==> config.mk <==
export PLATFORM = sky130hd
export DESIGN_NAME = qaa_div_cell
export DESIGN_NICKNAME = d
export VERILOG_FILES = /design/src/design/qaa_div_cell.sv
export SDC_FILE = /design/constraint.sdc
export NUM_CORES = 1
export LEC_CHECK = 0
export ABC_AREA = 0
export ABC_CLOCK_PERIOD_IN_PS = 5490
export BUFFER_PORTS_ARGS = -buffer_cell sky130_fd_sc_hd__buf_2
export CAP_MARGIN = 10
export CORE_ASPECT_RATIO = 1.1
export CORE_MARGIN = 2
export CORE_UTILIZATION = 35
export DETAILED_ROUTE_END_ITERATION = 10
export PLACE_DENSITY = 0.68
export SKIP_LAST_GASP = 1
export SYNTH_ARGS = -nofsm -noshare
export SYNTH_HDL_FRONTEND = slang
export SYNTH_SLANG_ARGS = --single-unit
==> constraint.sdc <==
create_clock -name clk -period 5.49 [get_ports clk]
set_clock_uncertainty 0.1 [all_clocks]
set_input_delay 0.2745 -clock clk [delete_from_list [all_inputs] [get_ports clk]]
set_output_delay 0.2745 -clock clk [all_outputs]
set_load 0.02 [all_outputs]
==> src/design/qaa_div_cell.sv <==
// One quotient bit of the restoring division of a component by the length.
`default_nettype none

module qaa_div_cell #(
    parameter int R_W   = 33,
    parameter int Q_W   = 31,
    parameter int FIRST = 0
) (
    input  logic           clk,
    input  logic           en,
    input  logic [R_W-1:0] r_in,
    input  logic [R_W-1:0] rem_in,
    input  logic [Q_W-1:0] q_in,
    output logic [R_W-1:0] r_out,
    output logic [R_W-1:0] rem_out,
    output logic [Q_W-1:0] q_out
);

    logic [R_W:0]   v;
    logic [R_W:0]   d;
    logic           ge;
    logic [R_W-1:0] r_reg;
    logic [R_W-1:0] rem_reg;
    logic [R_W-1:0] rem_next;
    logic [Q_W-1:0] q_reg;
    logic [Q_W-1:0] q_next;

    // first cell tests the integer part, later cells shift in a zero bit
    always_comb
    begin
        v        = (FIRST != 0) ? {1'b0, rem_in} : {rem_in, 1'b0};
        d        = v - {1'b0, r_in};
        ge       = (v >= {1'b0, r_in});
        rem_next = ge ? d[R_W-1:0] : v[R_W-1:0];
        q_next   = {q_in[Q_W-2:0], ge};
    end

    always_ff @(posedge clk)
    begin
        if (en)
        begin
            r_reg   <= r_in;
            rem_reg <= rem_next;
            q_reg   <= q_next;
        end
    end

    assign r_out   = r_reg;
    assign rem_out = rem_reg;
    assign q_out   = q_reg;

endmodule

`default_nettype wire

== Yosys cells after proc, flatten, opt, wreduce, memory -nomap -nowiden ==
Cells that the tools add are included.
Widths: inputs -> output; s select.

* Register bits: 97
* Output and inout bits: 97
* Word-level logic and storage cells: 7

* Add/sub/neg operators: 1
* Order comparisons: 1
* Mux-type cells: 1

{| class="wikitable"
|+ Operator list
! cell !! count
|-
| $ge 34x33->1 || 1
|-
| $mux 33 || 1
|-
| $sub 33x33->33 || 1
|}

== Logic depth before layout (Yosys ltp) ==
Gate-level depths: netlist of the first run.

* Word-level depth: 2
* Depth in mapped cells: 13

== Worst setup path after synthesis of the first run ==
Ideal clock, no wire load.

* Path type: input -> register
* Start point: input port r_in[2]
* End point: register rem_reg[25], in the netlist rem_out[25] (data pin)
* Arrival: 2.817 ns
* Required time: 5.130 ns
* Setup slack: 2.313 ns
* Stages on the path: 12
* Buffers on the path: 1
* Cell sequence: inv_1 > ha_1 > nor2b_1 > o2111ai_1 > and3_1 > o31ai_1 > a211o_1 > a41oi_1 > o211ai_1 > a211oi_4 > buf_6 > mux2_2

* Longest elaborated chain between the ends: 2
* Elaborated cells between the ends (all ways): 3
* Those cells by class: add/sub: 1; order compare: 1; mux: 1

{| class="wikitable"
|+ Ends and longest elaborated chain
! element !! line !! source
|-
| start, declared || 11 || <nowiki>input logic [R_W-1:0] r_in,</nowiki>
|-
| $sub 33x33->33 / $ge 34x33->1 (equally long branches) || 32, 33 ||
|-
| $mux 33 * || 34 || <nowiki>rem_next = ge ? d[R_W-1:0] : v[R_W-1:0];</nowiki>
|-
| net rem_next[25] || 24 || <nowiki>logic [R_W-1:0] rem_next;</nowiki>
|-
| end signal, assigned || 43 || <nowiki>rem_reg <= rem_next;</nowiki>
|-
| end, declared || 23 || <nowiki>logic [R_W-1:0] rem_reg;</nowiki>
|}

The timed path passes the listed nets; every way through them passes the cells marked *.
A chain may end at the register's enable or synchronous reset.

== Worst setup path in the final report of the first run ==
* Start point: input port r_in[3]
* End point: register rem_reg[25], in the netlist rem_out[25] (data pin)

The elaborated chain is that of the path after synthesis.

==> results of run 1 <==
-- cell families (layout without fill, tap and decap cells) --
family / Yosys count / count (layout)
xor+xnor: 31 / 31
flops: 97 / 97
mux: 32 / 32
simple gates: 71 / 71
buf+inv: 48 / 273
compound gates: 86 / 86
fa+ha+maj: 34 / 34
-- path summary, 6_finish.rpt --
check,start,endpoint,slack [ps],cells after the start
max,r_in[3],rem_out[25],1660,13
min,q_in[1],q_out[2],20,1
-- synthesized netlist by cell type (3+ instances only) --
| library cell | number | area share, % |
|---|---|---|
| a21oi_1 | 24 | 2.4 |
| clkbuf_1 | 6 | 0.44 |
| and3_1 | 4 | 0.49 |
| xor2_1 | 16 | 2.8 |
| a31oi_1 | 5 | 0.62 |
| a211oi_1 | 5 | 0.74 |
| nand2_1 | 19 | 1.4 |
| nand2b_1 | 5 | 0.62 |
| o31ai_1 | 3 | 0.44 |
| xnor2_1 | 15 | 2.6 |
| nand3_1 | 9 | 0.89 |
| nor3_1 | 5 | 0.49 |
| buf_6 | 3 | 0.67 |
| mux2_2 | 6 | 1.3 |
| nor2_1 | 17 | 1.3 |
| inv_1 | 38 | 2.8 |
| ha_1 | 33 | 8.1 |
| nand4_1 | 4 | 0.49 |
| edfxtp_1 | 97 | 57 |
| mux2_1 | 25 | 5.5 |
| nor2b_1 | 3 | 0.37 |
| o21ai_0 | 19 | 1.9 |
| a21o_1 | 10 | 1.5 |
-- power breakdown --
group          switching [uW]  internal, uW  total [uW]
Sequential               18.4           913         932
Combinational             304           207         511
Clock                     266           399         665
Total                     588          1520        2110
-- metal layers --
metal	track usage, %	part of all wire [%]
met2	27.2	49
met1	18.5	43
met3	2.93	6.3
met4	5.95	1.6
met5	0	0.13
-- flip-flops by register name, indices dropped and copies added, names as in the netlist --
name	flops
r_out	33
q_out	31
rem_out	33
-- what timing repair did --
item / CTS / global route
endpoints found under the hold margin: 21 / 1
buffers inserted: 0 / 0
hold buffers: 21 / 1
-- cell type report --
cell class,count,share of cell area [%]
clock buffers,9,3.32
clock inverters,7,1.35
inverters,38,2.10
multi-input cells,254,28.9
flip-flops and latches,97,42.9
well taps,192,3.54
repair buffers,219,17.9
-- metrics by stage --
stage	power, uW	utilization (%)
after global placement	1440	43.8
after detailed placement	1450	43.8
after CTS	2140	47.5
after global routing	2210	47.6
final	2110	47.6
after floorplan	1270	-
-- worst max-delay path: cells and delay by family --
kind,cells,cell delay [ps]
mux,1,380
fa+ha+maj,1,350
compound gates,6,1560
simple gates,1,260
buf+inv,4,980
==> metrics.cfg, run 1 <==
[status]
outcome = complete, no violations

[finish]
final_cell_mix = buf_2, edfxtp_1, inv_1, ha_1, mux2_1
layout.nets = 752
layout-drive-gt1-share_pct = 35.6
instances_no_fill = 816
multi_input_area_sq_um = 1960
diodes = 0
stdcell_area_sq_um = 6790
area_growth_pct = 33.7
final_common_cell = buf_2
regArea_sq_um = 2910
fillers = 1336

[sta]
hold_viol = 0
relSlewSlack_pct = 55.0
rsz0062_at_grt = no
fin_crit_ps = 3830
slew_viol_final = 0
worstMarginPinSlew_ps = 675
fin_setup_tns_ps = 0
setup_ws_ps = 1660
min_period_over_period_pct = 69.8
fmax_mhz = 261
hold_slack_ps = 16.9
finalSetupViolations = 0

[yosys]
synth-adder-area-share_pct = 8.53
synth_warnings = 0
synth_compound_area_share_pct = 10.9
synth_edf_count = 97
synthArstFlopShare_pct = 0
syn_inst = 399
synthXorXnorAreaFrac_pct = 5.35
ys_types = 46
ys.flop_type = edfxtp_1
avgSynthCellArea_sq_um = 12.7
synth_simple_gate_area_share_pct = 6.75
syn_nets = 532
synthesis.area_sq_um = 5080
synthMuxAreaShare_pct = 7.07
synth_seq_cells = 97
synth-seq-area-share_pct = 57.4
synth_top_family_by_area = compound AO/OA/AOI/OAI gates

[worst_setup_path]
path_cells = dlygate4sd3_1, buf_2, inv_1, ha_1, o2111ai_1, and3_1, o31ai_1, a211o_1, a41oi_1, o211ai_1, a211oi_4, buf_4, mux2_2
crit_path_start_kind = input pin
crit_type = in2reg
cp_slowest_cell = dlygate4sd3_1
worstPathArrival_ps = 3820
critPathCaptureType = flip-flop
worstPathMaxFanout = 19
critical_path_required_ps = 5480
critPathMaxStageDelay_ps = 520

[cts]
cts.reportedPaths.clkPinSlew_ps = 60
cts-root-buf = clkbuf_16
cts_buffers = 9
cts.repair.resized = 0
tritoncts = yes
clock_tree.buffer_depth = 2
h-tree-depth = 3
cts_sinks = 97

[place]
dp_hpwl_mm = 9.24
place_area_sq_um = 6250
dp.cells = 778
gp_congestion = 0.862
numPortBuffers = 194
pre_cts_ws_ps = 1510

[drt]
ant_nets = 0
drtPass1Iterations = 4
vias = 3877
drc = 0
drtIter0Drc = 226
vias_per_cell = 4.75
finalWirelength_mm = 11.9
avgRoutedWirePerCell_microns = 14.5

[pwr]
vdd_drop_max_uv = 194
p_per_area_nw_per_um2 = 311
p_leak_uw = 0.00301

[die]
die_y_microns = 130
fp-row-count = 46
core_area_sq_um = 14300
die_w_microns = 119
pin_count = 196
dieArea_sq_um = 15500
start_util_pct = 35.6

[global_route]
grt_util_all_layers_pct = 15.3
antenna_found_initial = 1
grt_pass1_vias = 3972
grt_pass1_wl_mm = 18.8
globalRouteOverflowTotal = 0
grt_max_degree = 56

[flow_run]
maxCapViolations = 0

[worst_hold_path]
hold_path.class = in2reg

Power figures use the tool's default switching activity.
==> run 2: changes to the inputs <==
- ABC_CLOCK_PERIOD_IN_PS: 5490 -> 3850
- clock period: 5.49 -> 3.85 ns (I/O delays scaled with it)
==> run 2 against run 1 <==
  * Utilization increased by 3.4 points
  * Die area unchanged
  * Clock power increased by 40%
  * Cell area increased by 7.2%
  * Critical endpoint is now rem_out[9]
  * Largest cell class unchanged
==> metrics.cfg, run 2 (synthesized netlist as in run 1, its figures left out) <==
[cts]
tritoncts = yes
h-tree-depth = 3  ; unchanged
cts_buffers = 9  ; unchanged
cts.reportedPaths.clkPinSlew_ps = 70  ; about the same
clock_tree.buffer_depth = 2  ; unchanged
cts-root-buf = clkbuf_16
cts_sinks = 97  ; unchanged

[worst_setup_path]
worstPathArrival_ps = 3630  ; -190 ps
crit_path_start_kind = input pin
critical_path_required_ps = 3840  ; -1640 ps
crit_type = in2reg
critPathCaptureType = flip-flop
worstPathMaxFanout = 17  ; -2

[sta]
slew_viol_final = 0  ; unchanged
hold_viol = 0  ; unchanged
fin_setup_tns_ps = 0  ; unchanged
relSlewSlack_pct = 29.1  ; -26 points
fin_crit_ps = 3640
finalSetupViolations = 0  ; unchanged
rsz0062_at_grt = no
min_period_over_period_pct = 94.5
fmax_mhz = 275
worstMarginPinSlew_ps = 1060  ; +388 ps

[finish]
stdcell_area_sq_um = 7280  ; +7.2%
final_cell_mix = buf_2, edfxtp_1, dlygate4sd3_1, inv_1, ha_1
fillers = 1293  ; -3.2%
area_growth_pct = 43.4
final_common_cell = buf_2
multi_input_area_sq_um = 1970  ; +0.64%
layout.nets = 798  ; +6.1%
layout-drive-gt1-share_pct = 34.3  ; -1.2 points
regArea_sq_um = 2910  ; unchanged

[die]
fp-row-count = 46  ; unchanged
core_area_sq_um = 14300  ; unchanged
start_util_pct = 35.6  ; unchanged
dieArea_sq_um = 15500  ; unchanged
die_w_microns = 119  ; unchanged
pin_count = 196  ; unchanged
die_y_microns = 130  ; unchanged

[drt]
drc = 0  ; unchanged
finalWirelength_mm = 13.0  ; +9.5%
avgRoutedWirePerCell_microns = 15.0  ; +3.5%
drtPass1Iterations = 4  ; unchanged
ant_nets = 0  ; unchanged
vias = 4061  ; +4.7%
vias_per_cell = 4.71  ; -0.96%
drtIter0Drc = 189  ; -16%

[pwr]
p_leak_uw = 0.00321  ; +6.7%
vdd_drop_max_uv = 181  ; -6.5%
p_per_area_nw_per_um2 = 419  ; +35%

[worst_hold_path]
hold_path.class = in2reg

[global_route]
grt_max_degree = 86  ; +54%
grt_pass1_vias = 4089  ; +2.9%
grt_util_all_layers_pct = 16.0  ; +0.65 points
globalRouteOverflowTotal = 0  ; unchanged
grt_pass1_wl_mm = 19.5  ; +3.9%
antenna_found_initial = 2  ; +1

[status]
outcome = complete, no violations

[flow_run]
maxCapViolations = 0  ; unchanged

[place]
gp_congestion = 0.866  ; +0.50%
numPortBuffers = 194  ; unchanged
dp_hpwl_mm = 9.08  ; -1.7%
place_area_sq_um = 6270  ; +0.32%

run 2: changes by cell type in the layout (fill, tap and decap cells not counted), sizes merged:
cell and change:
inv +1, bufinv -1, clkinvlp +1, dlygate4sd3 +41, clkbuf +1, clkinv -1, diode +1, buf +4
run 2: where the power goes:
part	switching [uW]	internal [uW]
combinational	453	336
sequential	26.7	1300
clock	412	517
total	891	2160
run 2: path summary, 6_finish.rpt:
| check | cells past startpoint | endpoint | from |
|---|---|---|---|
| min | 2 | rem_out[13] | rem_in[12] |
| max | 15 | rem_out[9] | r_in[2] |
run 2: stage by stage:
stage	cells	hold WS [ps]	worst slack, ps	power, uW	util, %
6_report	863	50.1	213	3050	51.0
5_1_grt	863	33.6	30.9	3190	51.0
2_1_floorplan	399	191	755	1820	-
3_5_place_dp	779	271	248	2080	43.9
3_3_place_gp	779	269	368	2060	43.9
4_1_cts	858	33.8	74.4	3070	50.5
run 2: routing by layer:
layer  global-route usage (%)  wire, microns  vias to the layer above
li1                         -              -                     2018
met1                     19.0           5590                     1889
met2                     28.5           6480                      137
met3                     4.20            737                       15
met4                     4.97            153                        2
met5                        0             12                        -
run 2: critical path: stages:
cell,delay [ps]
dlygate4sd3_1,530
buf_2,110
inv_1,40
ha_1,380
nor2b_1,180
o2111ai_1,230
and3_1,240
o31ai_1,110
a211o_1,310
a41oi_2,220
o211ai_1,160
a211oi_4,210
buf_4,180
buf_12,170
mux2_1,340
run 2: cell type report:
| class | instances | area share [%] |
|---|---|---|
| flip-flops and latches | 97 | 40.0 |
| inverters | 38 | 1.96 |
| multi-input cells | 254 | 27.1 |
| well taps | 192 | 3.30 |
| diodes | 1 | 0.0344 |
| clock inverters | 7 | 1.19 |
| clock buffers | 9 | 3.09 |
| repair buffers | 265 | 23.3 |
run 2: repair_timing:
| item | in CTS | in global routing |
|---|---|---|
| resized for setup | 0 | 3 |
| buffers inserted | 0 | 2 |
| hold buffers | 63 | 0 |
| setup endpoints to repair | 0 | 31 |
| hold endpoints to repair | 63 | 0 |
