==> src/design/qaa_sqrt_cell.sv <==
// One digit of the restoring integer square root.
`default_nettype none

module qaa_sqrt_cell #(
    parameter int R_W = 33,
    parameter int IDX = 0
) (
    input  logic             clk,
    input  logic             en,
    input  logic [2*R_W-1:0] s_in,
    input  logic [R_W:0]     rem_in,
    input  logic [R_W-1:0]   root_in,
    output logic [2*R_W-1:0] s_out,
    output logic [R_W:0]     rem_out,
    output logic [R_W-1:0]   root_out
);

    logic [R_W+2:0]   rem_sh;
    logic [R_W+2:0]   trial;
    logic [R_W+2:0]   diff;
    logic             ge;
    logic [2*R_W-1:0] s_reg;
    logic [R_W:0]     rem_reg;
    logic [R_W:0]     rem_next;
    logic [R_W-1:0]   root_reg;
    logic [R_W-1:0]   root_next;

    // bring down the next bit pair and try root*4+1
    always_comb
    begin
        rem_sh    = {rem_in, s_in[2*IDX +: 2]};
        trial     = {1'b0, root_in, 2'b01};
        diff      = rem_sh - trial;
        ge        = (rem_sh >= trial);
        rem_next  = ge ? diff[R_W:0] : rem_sh[R_W:0];
        root_next = {root_in[R_W-2:0], ge};
    end

    always_ff @(posedge clk)
    begin
        if (en)
        begin
            s_reg    <= s_in;
            rem_reg  <= rem_next;
            root_reg <= root_next;
        end
    end

    assign s_out    = s_reg;
    assign rem_out  = rem_reg;
    assign root_out = root_reg;

endmodule

`default_nettype wire

==> config.mk <==
export PLATFORM = sky130hd
export DESIGN_NAME = qaa_sqrt_cell
export DESIGN_NICKNAME = d
export VERILOG_FILES = /design/src/design/qaa_sqrt_cell.sv
export SDC_FILE = /design/constraint.sdc
export NUM_CORES = 1
export LEC_CHECK = 0
export ABC_AREA = 1
export BUFFER_PORTS_ARGS = -buffer_cell sky130_fd_sc_hd__buf_4
export CAP_MARGIN = 5
export CORE_UTILIZATION = 40
export CTS_CLUSTER_SIZE = 20
export DETAILED_ROUTE_END_ITERATION = 8
export GPL_TIMING_DRIVEN = 0
export PLACE_DENSITY = 0.73
export SLEW_MARGIN = 0
export SYNTH_ARGS = -nofsm -noshare
export SYNTH_HDL_FRONTEND = slang
export SYNTH_SLANG_ARGS = --single-unit
==> constraint.sdc <==
create_clock -name clk -period 2.3 [get_ports clk]
set_clock_uncertainty 0.2 [all_clocks]
set_input_delay 0.23 -clock clk [delete_from_list [all_inputs] [get_ports clk]]
set_output_delay 0.23 -clock clk [all_outputs]
set_load 0.01 [all_outputs]
=== Word level (Yosys, flattened, before mapping) ===
Index checks and enable logic that the tools add are counted.

* Bits in registers: 133

* $add $sub $neg: 1
* Magnitude comparators: 1
* Multiplexer cells: 1

{| class="wikitable"
|+ Operators by type and width
! kind !! number
|-
| 36-bit by 35-bit greater-or-equal comparator with 1-bit output || 1
|-
| 34-bit two-way mux || 1
|-
| 34-bit subtractor || 1
|}

=== Longest topological paths before layout ===
Gate-level depths: netlist (run 1).

* Word-level depth: 2
* Depth in mapped cells: 16
* Depth with buffers taken out: 15

=== Least setup slack after synthesis (run 1) ===
Ideal clock, no wire load.

* Path type: in2reg
* Start point: input root_in[8]
* End point: register rem_reg[29] (netlist: rem_out[29]), data pin
* Arrival: 1.585 ns
* Data required time: 1.847 ns
* Slack: 0.262 ns
* Stages on the path: 14
* Buffers on the path: 1
* Path through: inv_1 -> ha_1 -> nand2_2 -> nor2_2 -> nand3_1 -> nand3_2 -> nand2_1 -> nand2_2 -> nand2_4 -> nand2_8 -> inv_8 -> buf_12 -> nand2_1 -> nand2_1

* Cells in the longest elaborated chain, start to end: 2

{| class="wikitable"
|+ Ends and longest elaborated chain
! element !! RTL line !! source
|-
| start, declared || 12 || <nowiki>input logic [R_W-1:0] root_in,</nowiki>
|-
| 34-bit subtractor / 36-bit by 35-bit greater-or-equal comparator with 1-bit output (equally long branches) || 33, 34 ||
|-
| 34-bit two-way mux * || 35 || <nowiki>rem_next = ge ? diff[R_W:0] : rem_sh[R_W:0];</nowiki>
|-
| via rem_next[29] || 24 || <nowiki>logic [R_W:0] rem_next;</nowiki>
|-
| end signal, assigned || 44 || <nowiki>rem_reg <= rem_next;</nowiki>
|-
| end, declared || 23 || <nowiki>logic [R_W:0] rem_reg;</nowiki>
|}

Mark *: on every way through the listed nets, which the timed path passes. The rest lies on a longest branch.
A chain may end at the register's enable or synchronous reset.

=== Final worst setup path (run 1) ===
* Start point: input rem_in[21]
* End point: register rem_reg[25] (netlist: rem_out[25]), data pin

* Cells in the longest elaborated chain, start to end: 2

{| class="wikitable"
|+ Ends and longest elaborated chain
! element !! RTL line !! source
|-
| start, declared || 11 || <nowiki>input logic [R_W:0] rem_in,</nowiki>
|-
| 34-bit subtractor / 36-bit by 35-bit greater-or-equal comparator with 1-bit output (equally long branches) || 33, 34 ||
|-
| 34-bit two-way mux * || 35 ||
|-
| via rem_next[25] || 24 ||
|}

Marked as above.

==> impl_metrics.tcl, run 1 <==
set metrics [dict create \
    initial_core_util_pct 41.26 \
    static-leakage-power_uw 0.005586 \
    drt_first_iter_violations 448 \
    maximum_number_of_pins_on_one_net_before_global_route_repair 95 \
    cts.reportedPaths.clkPinSlew_ps 60 \
    cts_buffers 17 \
    io-pin-count 268 \
    synth-simple-area-share_pct 24.37 \
    io_buffer_count 267 \
    nets 1368 \
    synthCells 781 \
    timing.critical_path.slowest_cell_delay_ps 350 \
    setup.worst_path.start_class "primary input" \
    seq_area_frac_synth_pct 55.57 \
    switching_share_pct 28.10 \
    critical_path.endpoint_type "flip-flop" \
    routedWlPerCell_um 16.95 \
    post_dp_cell_area_mm2 0.009504 \
    critical-path-slowest-cell "sky130_fd_sc_hd__ha_1" \
    worst-endpoint-arrival_ps 2050 \
    die_area_mm2 0.01851 \
    multiInputGateArea_mm2 0.002572 \
    post-synth-top-area-fraction_pct 55.57 \
    synth.top_cells.by_area "sky130_fd_sc_hd__edfxtp_1 56%, sky130_fd_sc_hd__nand2_1 14%, sky130_fd_sc_hd__inv_1 7.3%, sky130_fd_sc_hd__ha_1 6.1%, sky130_fd_sc_hd__nor2_1 2.5%" \
    cts-root-to-sink-buffers 2 \
    share_comb_of_total_power_pct 23.8 \
    max_freq_mhz 479.8 \
    ctsHoldBuffers 130 \
    slew-limit-headroom_pct 66.77 \
    cell_type_contributing_the_most_total_cell_area_after_synthesis "sky130_fd_sc_hd__edfxtp_1" \
    track_usage_pct 26.73 \
    drc 0 \
    area_delta_synth_final_pct 58.76 \
    synth-compound-area-share_pct 3.134 \
    sequentialPowerShare_pct 39.4 \
    wirelength_mm 24.34 \
    min_path_type "primary input to flip-flop" \
    n_fill_cell 1417 \
    synth_warn 0 \
    floorplan.rows 48 \
    ys_types 30 \
    grt_pass1_wl_mm 36.87 \
    timing.final.crit_period_ps 2084 \
    synth_area_mm2 0.007187 \
    grt_pass1_vias 6800 \
    detail_route.vias_per_cell 4.666 \
    clock_tree.htree_level_count 4 \
    hold_viol_final 0 \
    ir_worst_vdd_uv 656.3 \
    critical_path.max_fanout 10 \
    synth_fp_nets 951 \
    post_synth_mux_area_share_pct 0 \
    internal-power_uw 5549 \
    finish.instance_area_mm2 0.01141 \
    avgSynthCellArea_um2 9.202 \
    final.hold.worst_slack_ps 25.17 \
    synth_top_family_by_area "simple AND/OR/NAND/NOR gates" \
    first_pass_iters 5 \
    synth.ff_latch_count 133 \
    clk_root_buffer_cell "sky130_fd_sc_hd__clkbuf_16" \
    crit_type "primary input to flip-flop" \
    die_w_um 136.0 \
    worst_ep_required_time_ps 2270 \
    synth-xor-area-share_pct 2.194 \
    final_util_pct 65.51 \
    final_min_period_over_clock_period_pct 90.61 \
    post-cts-setup-buffers 0 \
    die_y_um 136.0 \
    tritoncts "done" \
    antenna-diode-count 0 \
    post_synth_fa_ha_maj_area_fraction_pct 6.093 \
    worst_pin_slew_ps 495.1 \
    worstPathCellList "buf_4 > ha_1 > a21oi_1 > nand2_1 > nand2_1 > nand2_1 > a21oi_2 > nand2_2 > nand2_4 > nand2_8 > buf_6 > nand3_1 > nand2_1" \
    design.core.area_mm2 0.01742 \
    clock_power_share_pct 36.8 \
    routabilityCongestion 0.8696 \
    regArea_mm2 0.003994 \
    hpwlAfterDp_mm 16.72 \
    critical-path-top-cell-by-count "sky130_fd_sc_hd__nand2_1" \
    cts_resized 0 \
    drv.max_cap_violation_count 0 \
    setup_viol 0 \
    run_status "completed" \
    net_sw_power_uw 2168 \
    grt_overflow_total 0 \
    vias 6701 \
    antenna_left 0 \
    clock-sinks 133 \
    slew_viol_final 0 \
    setup_repair_after_global_routing_missed_its_margin "false" \
    power_density_mw_per_mm2 676.4 \
    grt_antenna_before_repair 0 \
    layout-drive-gt1-share_pct 28.82 \
]
[path summary, 6_finish.rpt]
| path | from | to | slack, ps | cells past startpoint |
|---|---|---|---|---|
| setup / recovery | rem_in[21] | rem_out[25]$_DFFE_PP_ | 220 | 13 |
| hold / removal | en | s_out[42]$_DFFE_PP_ | 30 | 1 |
[Yosys cell counts (all sizes together)]
master,n
nand2,292
buf,6
ha,35
nor2,56
or2,1
inv,142
nand3,37
a21oi,26
nand3b,5
nand4,6
xnor2,3
nor3,4
xor2,15
and3,1
edfxtp,133
o21ai,13
o21bai,3
and2,3
[metal layers]
layer,up-vias,GRT usage [%],share of wire (%)
met2,232,46.25,49
met1,3097,31.97,41
met4,0,9.259,2.6
met5,-,0,0
met3,41,6.935,7.1
li1,3331,-,-
[cells in the final DEF, fill, tap and decap left out, types with 2 or more instances in the layout]
cell type                       netlist  layout
sky130_fd_sc_hd__a21oi_1             24      24
sky130_fd_sc_hd__a21oi_2              2       2
sky130_fd_sc_hd__and2_1               3       3
sky130_fd_sc_hd__buf_4                0     266
sky130_fd_sc_hd__buf_6                4       5
sky130_fd_sc_hd__bufinv_16            0       3
sky130_fd_sc_hd__clkbuf_1             0       2
sky130_fd_sc_hd__clkbuf_16            0      17
sky130_fd_sc_hd__clkinv_2             0       2
sky130_fd_sc_hd__clkinv_4             0       3
sky130_fd_sc_hd__dlygate4sd3_1        0     130
sky130_fd_sc_hd__edfxtp_1           133     133
sky130_fd_sc_hd__ha_1                35      35
sky130_fd_sc_hd__inv_1              140     140
sky130_fd_sc_hd__inv_6                0       3
sky130_fd_sc_hd__inv_8                1       2
sky130_fd_sc_hd__nand2_1            262     262
sky130_fd_sc_hd__nand2_2             28      28
sky130_fd_sc_hd__nand3_1             35      35
sky130_fd_sc_hd__nand3_2              2       2
sky130_fd_sc_hd__nand3b_1             5       5
sky130_fd_sc_hd__nand4_1              6       6
sky130_fd_sc_hd__nor2_1              48      48
sky130_fd_sc_hd__nor2_2               6       6
sky130_fd_sc_hd__nor2_4               2       2
sky130_fd_sc_hd__nor3_1               4       4
sky130_fd_sc_hd__o21ai_0             12      12
sky130_fd_sc_hd__o21bai_1             3       3
sky130_fd_sc_hd__xnor2_1              3       3
sky130_fd_sc_hd__xor2_1              15      15
[registers in the layout, indices dropped and copies added (netlist names)]
| signal | count |
|---|---|
| rem_out | 34 |
| root_out | 33 |
| s_out | 66 |
[power by group through the flow]
| stage | logic, µW | clock network (µW) | registers (µW) |
|---|---|---|---|
| floorplan | 671 | 0 | 3200 |
| global placement | 1600 | 0 | 3070 |
| detailed placement | 1620 | 0 | 3070 |
| CTS | 1810 | 2880 | 3020 |
| global route | 2000 | 2990 | 3060 |
| finish | 1830 | 2840 | 3040 |
[layout make-up]
| cell class | instances | area share (%) |
|---|---|---|
| inverters | 142 | 4.737 |
| flip-flops and latches | 133 | 35.00 |
| clock buffers | 19 | 3.794 |
| clock inverters | 13 | 1.502 |
| well taps | 225 | 2.467 |
| repair buffers | 398 | 29.25 |
| plain buffers | 6 | 0.7018 |
| multi-input cells | 500 | 22.55 |
[worst max-delay path, delay by kind of cell]
family | cells | cell delay [ps]
AOI/OAI and AO/OA | 2 | 440
adders and majority gates | 1 | 350
and+or+nand+nor | 8 | 720
buffers and inverters | 2 | 290
[through the flow]
stage / std cells / TNS, ps / setup slack, ps / power [µW]
6_report: 1436 / 0 / 216.0 / 7718
2_1_floorplan: 781 / 0 / 262.3 / 3873
3_3_place_gp: 1273 / -5160 / -241.8 / 4667
3_5_place_dp: 1274 / -5795 / -241.0 / 4697
5_1_grt: 1436 / 0 / 60.09 / 8044
4_1_cts: 1436 / 0 / 207.0 / 7710
[cells by family (layout without fill, tap and decap cells)]
family          Yosys count  count (layout)
xor+xnor                 18              18
simple gates            405             405
buf+inv                 148             578
flops                   133             133
compound gates           42              42
fa+ha+maj                35              35
Note: power is estimated with default switching activity, not from simulation.
==> run 2, diff against run 1 <==
--- a/config.mk
+++ b/config.mk
@@ -6,13 +6,13 @@
 export NUM_CORES = 1
 export LEC_CHECK = 0
 export ABC_AREA = 1
-export BUFFER_PORTS_ARGS = -buffer_cell sky130_fd_sc_hd__buf_4
 export CAP_MARGIN = 5
 export CORE_UTILIZATION = 40
 export CTS_CLUSTER_SIZE = 20
 export DETAILED_ROUTE_END_ITERATION = 8
+export DONT_BUFFER_PORTS = 1
 export GPL_TIMING_DRIVEN = 0
-export PLACE_DENSITY = 0.73
+export PLACE_DENSITY = 0.6
 export SLEW_MARGIN = 0
 export SYNTH_ARGS = -nofsm -noshare
 export SYNTH_HDL_FRONTEND = slang
==> impl_metrics.tcl, run 2 (synthesis results as in run 1) <==
set metrics [dict create \
    grt_pass1_wl_mm 30.06 \
    drt_first_iter_violations 306 \
    net_sw_power_uw 2045 \
    timing.final.crit_period_ps 1959 \
    setup_viol 0 \
    routedWlPerCell_um 17.72 \
    worst_pin_slew_ps 471.0 \
    clock_power_share_pct 38.1 \
    nets 1100 \
    post-place-ws_ps -100.7 \
    floorplan.rows 48 \
    worst_ep_required_time_ps 2290 \
    detail_route.vias_per_cell 4.762 \
    wirelength_mm 20.71 \
    design.core.area_mm2 0.01742 \
    final.hold.worst_slack_ps -306.8 \
    place_inst 1006 \
    cts-root-to-sink-buffers 2 \
    io_buffer_count 0 \
    final_min_period_over_clock_period_pct 85.18 \
    tritoncts "done" \
    grt_antenna_before_repair 1 \
    timing.final.ws_setup_ps 341.0 \
    antenna_left 0 \
    cts_buffers 17 \
    ir_worst_vdd_uv 453.1 \
    area_delta_synth_final_pct 29.93 \
    sequentialPowerShare_pct 46.5 \
    internal-power_uw 4851 \
    slew-limit-headroom_pct 68.39 \
    mostFrequentLayoutCells "262 x sky130_fd_sc_hd__nand2_1, 140 x sky130_fd_sc_hd__inv_1, 133 x sky130_fd_sc_hd__edfxtp_1" \
    crit_type "primary input to flip-flop" \
    layout-drive-gt1-share_pct 8.802 \
    slew_viol_final 0 \
    drc 0 \
    largest_register_ffs 66 \
    hold_viol_final 135 \
    worst-endpoint-arrival_ps 1950 \
    static-leakage-power_uw 0.004269 \
    routabilityCongestion 0.8621 \
    track_usage_pct 22.28 \
    die_area_mm2 0.01851 \
    vias 5567 \
    failed_checks "negative hold slack" \
    drv.max_cap_violation_count 0 \
    share_comb_of_total_power_pct 15.4 \
    cts.reportedPaths.clkPinSlew_ps 70 \
    critical_path.max_fanout 6 \
    ctsHoldBuffers 130 \
    clock-sinks 133 \
    min_path_type "primary input to flip-flop" \
    clock_tree.htree_level_count 4 \
    die_w_um 136.0 \
    io-pin-count 268 \
    n_fill_cell 1599 \
    max_freq_mhz 510.5 \
    setup.worst_path.start_class "primary input" \
    initial_core_util_pct 41.26 \
    grt_pass1_vias 5506 \
    setup_repair_after_global_routing_missed_its_margin "false" \
    grt_overflow_total 0 \
    switching_share_pct 29.66 \
    maximum_number_of_pins_on_one_net_before_global_route_repair 134 \
    die_y_um 136.0 \
    first_pass_iters 5 \
    power_density_mw_per_mm2 738.5 \
    critical_path.endpoint_type "flip-flop" \
    clk_root_buffer_cell "sky130_fd_sc_hd__clkbuf_16" \
    hpwlAfterDp_mm 15.10 \
    final_cells 1169 \
    most_common_cell_after_layout_fill_and_taps_aside "sky130_fd_sc_hd__nand2_1" \
    run_status "finished, violations left" \
]
run 2: routing by layer:
metal / global-route usage, % / wire length (µm)
met5: 0 / 0
met4: 8.704 / 350
met2: 38.07 / 10030
met3: 5.742 / 1509
met1: 26.67 / 8820
run 2: power by group through the flow:
stage / combinational, µW / clock (µW) / sequential [µW]
after CTS: 1070 / 2670 / 3210
after floorplan: 671 / 0 / 3200
after global placement: 866 / 0 / 3260
final: 1060 / 2620 / 3210
after detailed placement: 872 / 0 / 3260
after global routing: 1200 / 2750 / 3230
run 2: critical path, cell delays in order:
cell                      delay [ps]
sky130_fd_sc_hd__inv_1            40
sky130_fd_sc_hd__ha_1            390
sky130_fd_sc_hd__nand2_1          80
sky130_fd_sc_hd__nand2_1          80
sky130_fd_sc_hd__inv_1            40
sky130_fd_sc_hd__nand2_1         140
sky130_fd_sc_hd__nand2_1          80
sky130_fd_sc_hd__nand2_1         160
sky130_fd_sc_hd__nand2_1          70
sky130_fd_sc_hd__nand2_1         170
sky130_fd_sc_hd__nand3_1         190
sky130_fd_sc_hd__nand2_1         110
sky130_fd_sc_hd__nand2_1          50
sky130_fd_sc_hd__nand3_1          80
sky130_fd_sc_hd__nand2_1          50
run 2: worst paths after layout:
check,from,endpoint,cells after the start
setup / recovery,root_in[0],rem_out[31]$_DFFE_PP_,15
hold / removal,s_in[0],s_out[0]$_DFFE_PP_,0
run 2: metrics by stage:
stage               setup TNS, ps  power [µW]  area (µm²)  utilization (%)
CTS                             0        6947        9335            53.60
global route                    0        7177        9338            53.61
finish                          0        6896        9338            53.61
detailed placement          -1671        4133        7468            42.88
global placement            -1595        4127        7468            42.88
floorplan                       0        3873        7187                -
run 2: what timing repair did:
action | in CTS | in global routing
hold endpoints to repair | 265 | 135
setup buffers | 0 | 0
gates resized for setup | 0 | 0
run 2: layout make-up:
class | count | area, µm² | area share [%]
multi-input combinational | 500 | 2572 | 27.55
buffer | 6 | 80.08 | 0.8576
clock inverter | 15 | 140.1 | 1.501
inverter | 142 | 540.5 | 5.789
tap | 225 | 281.5 | 3.015
clock buffer | 17 | 425.4 | 4.556
timing repair buffer | 130 | 1301 | 13.94
sequential | 133 | 3994 | 42.77
antenna | 1 | 2.502 | 0.02680
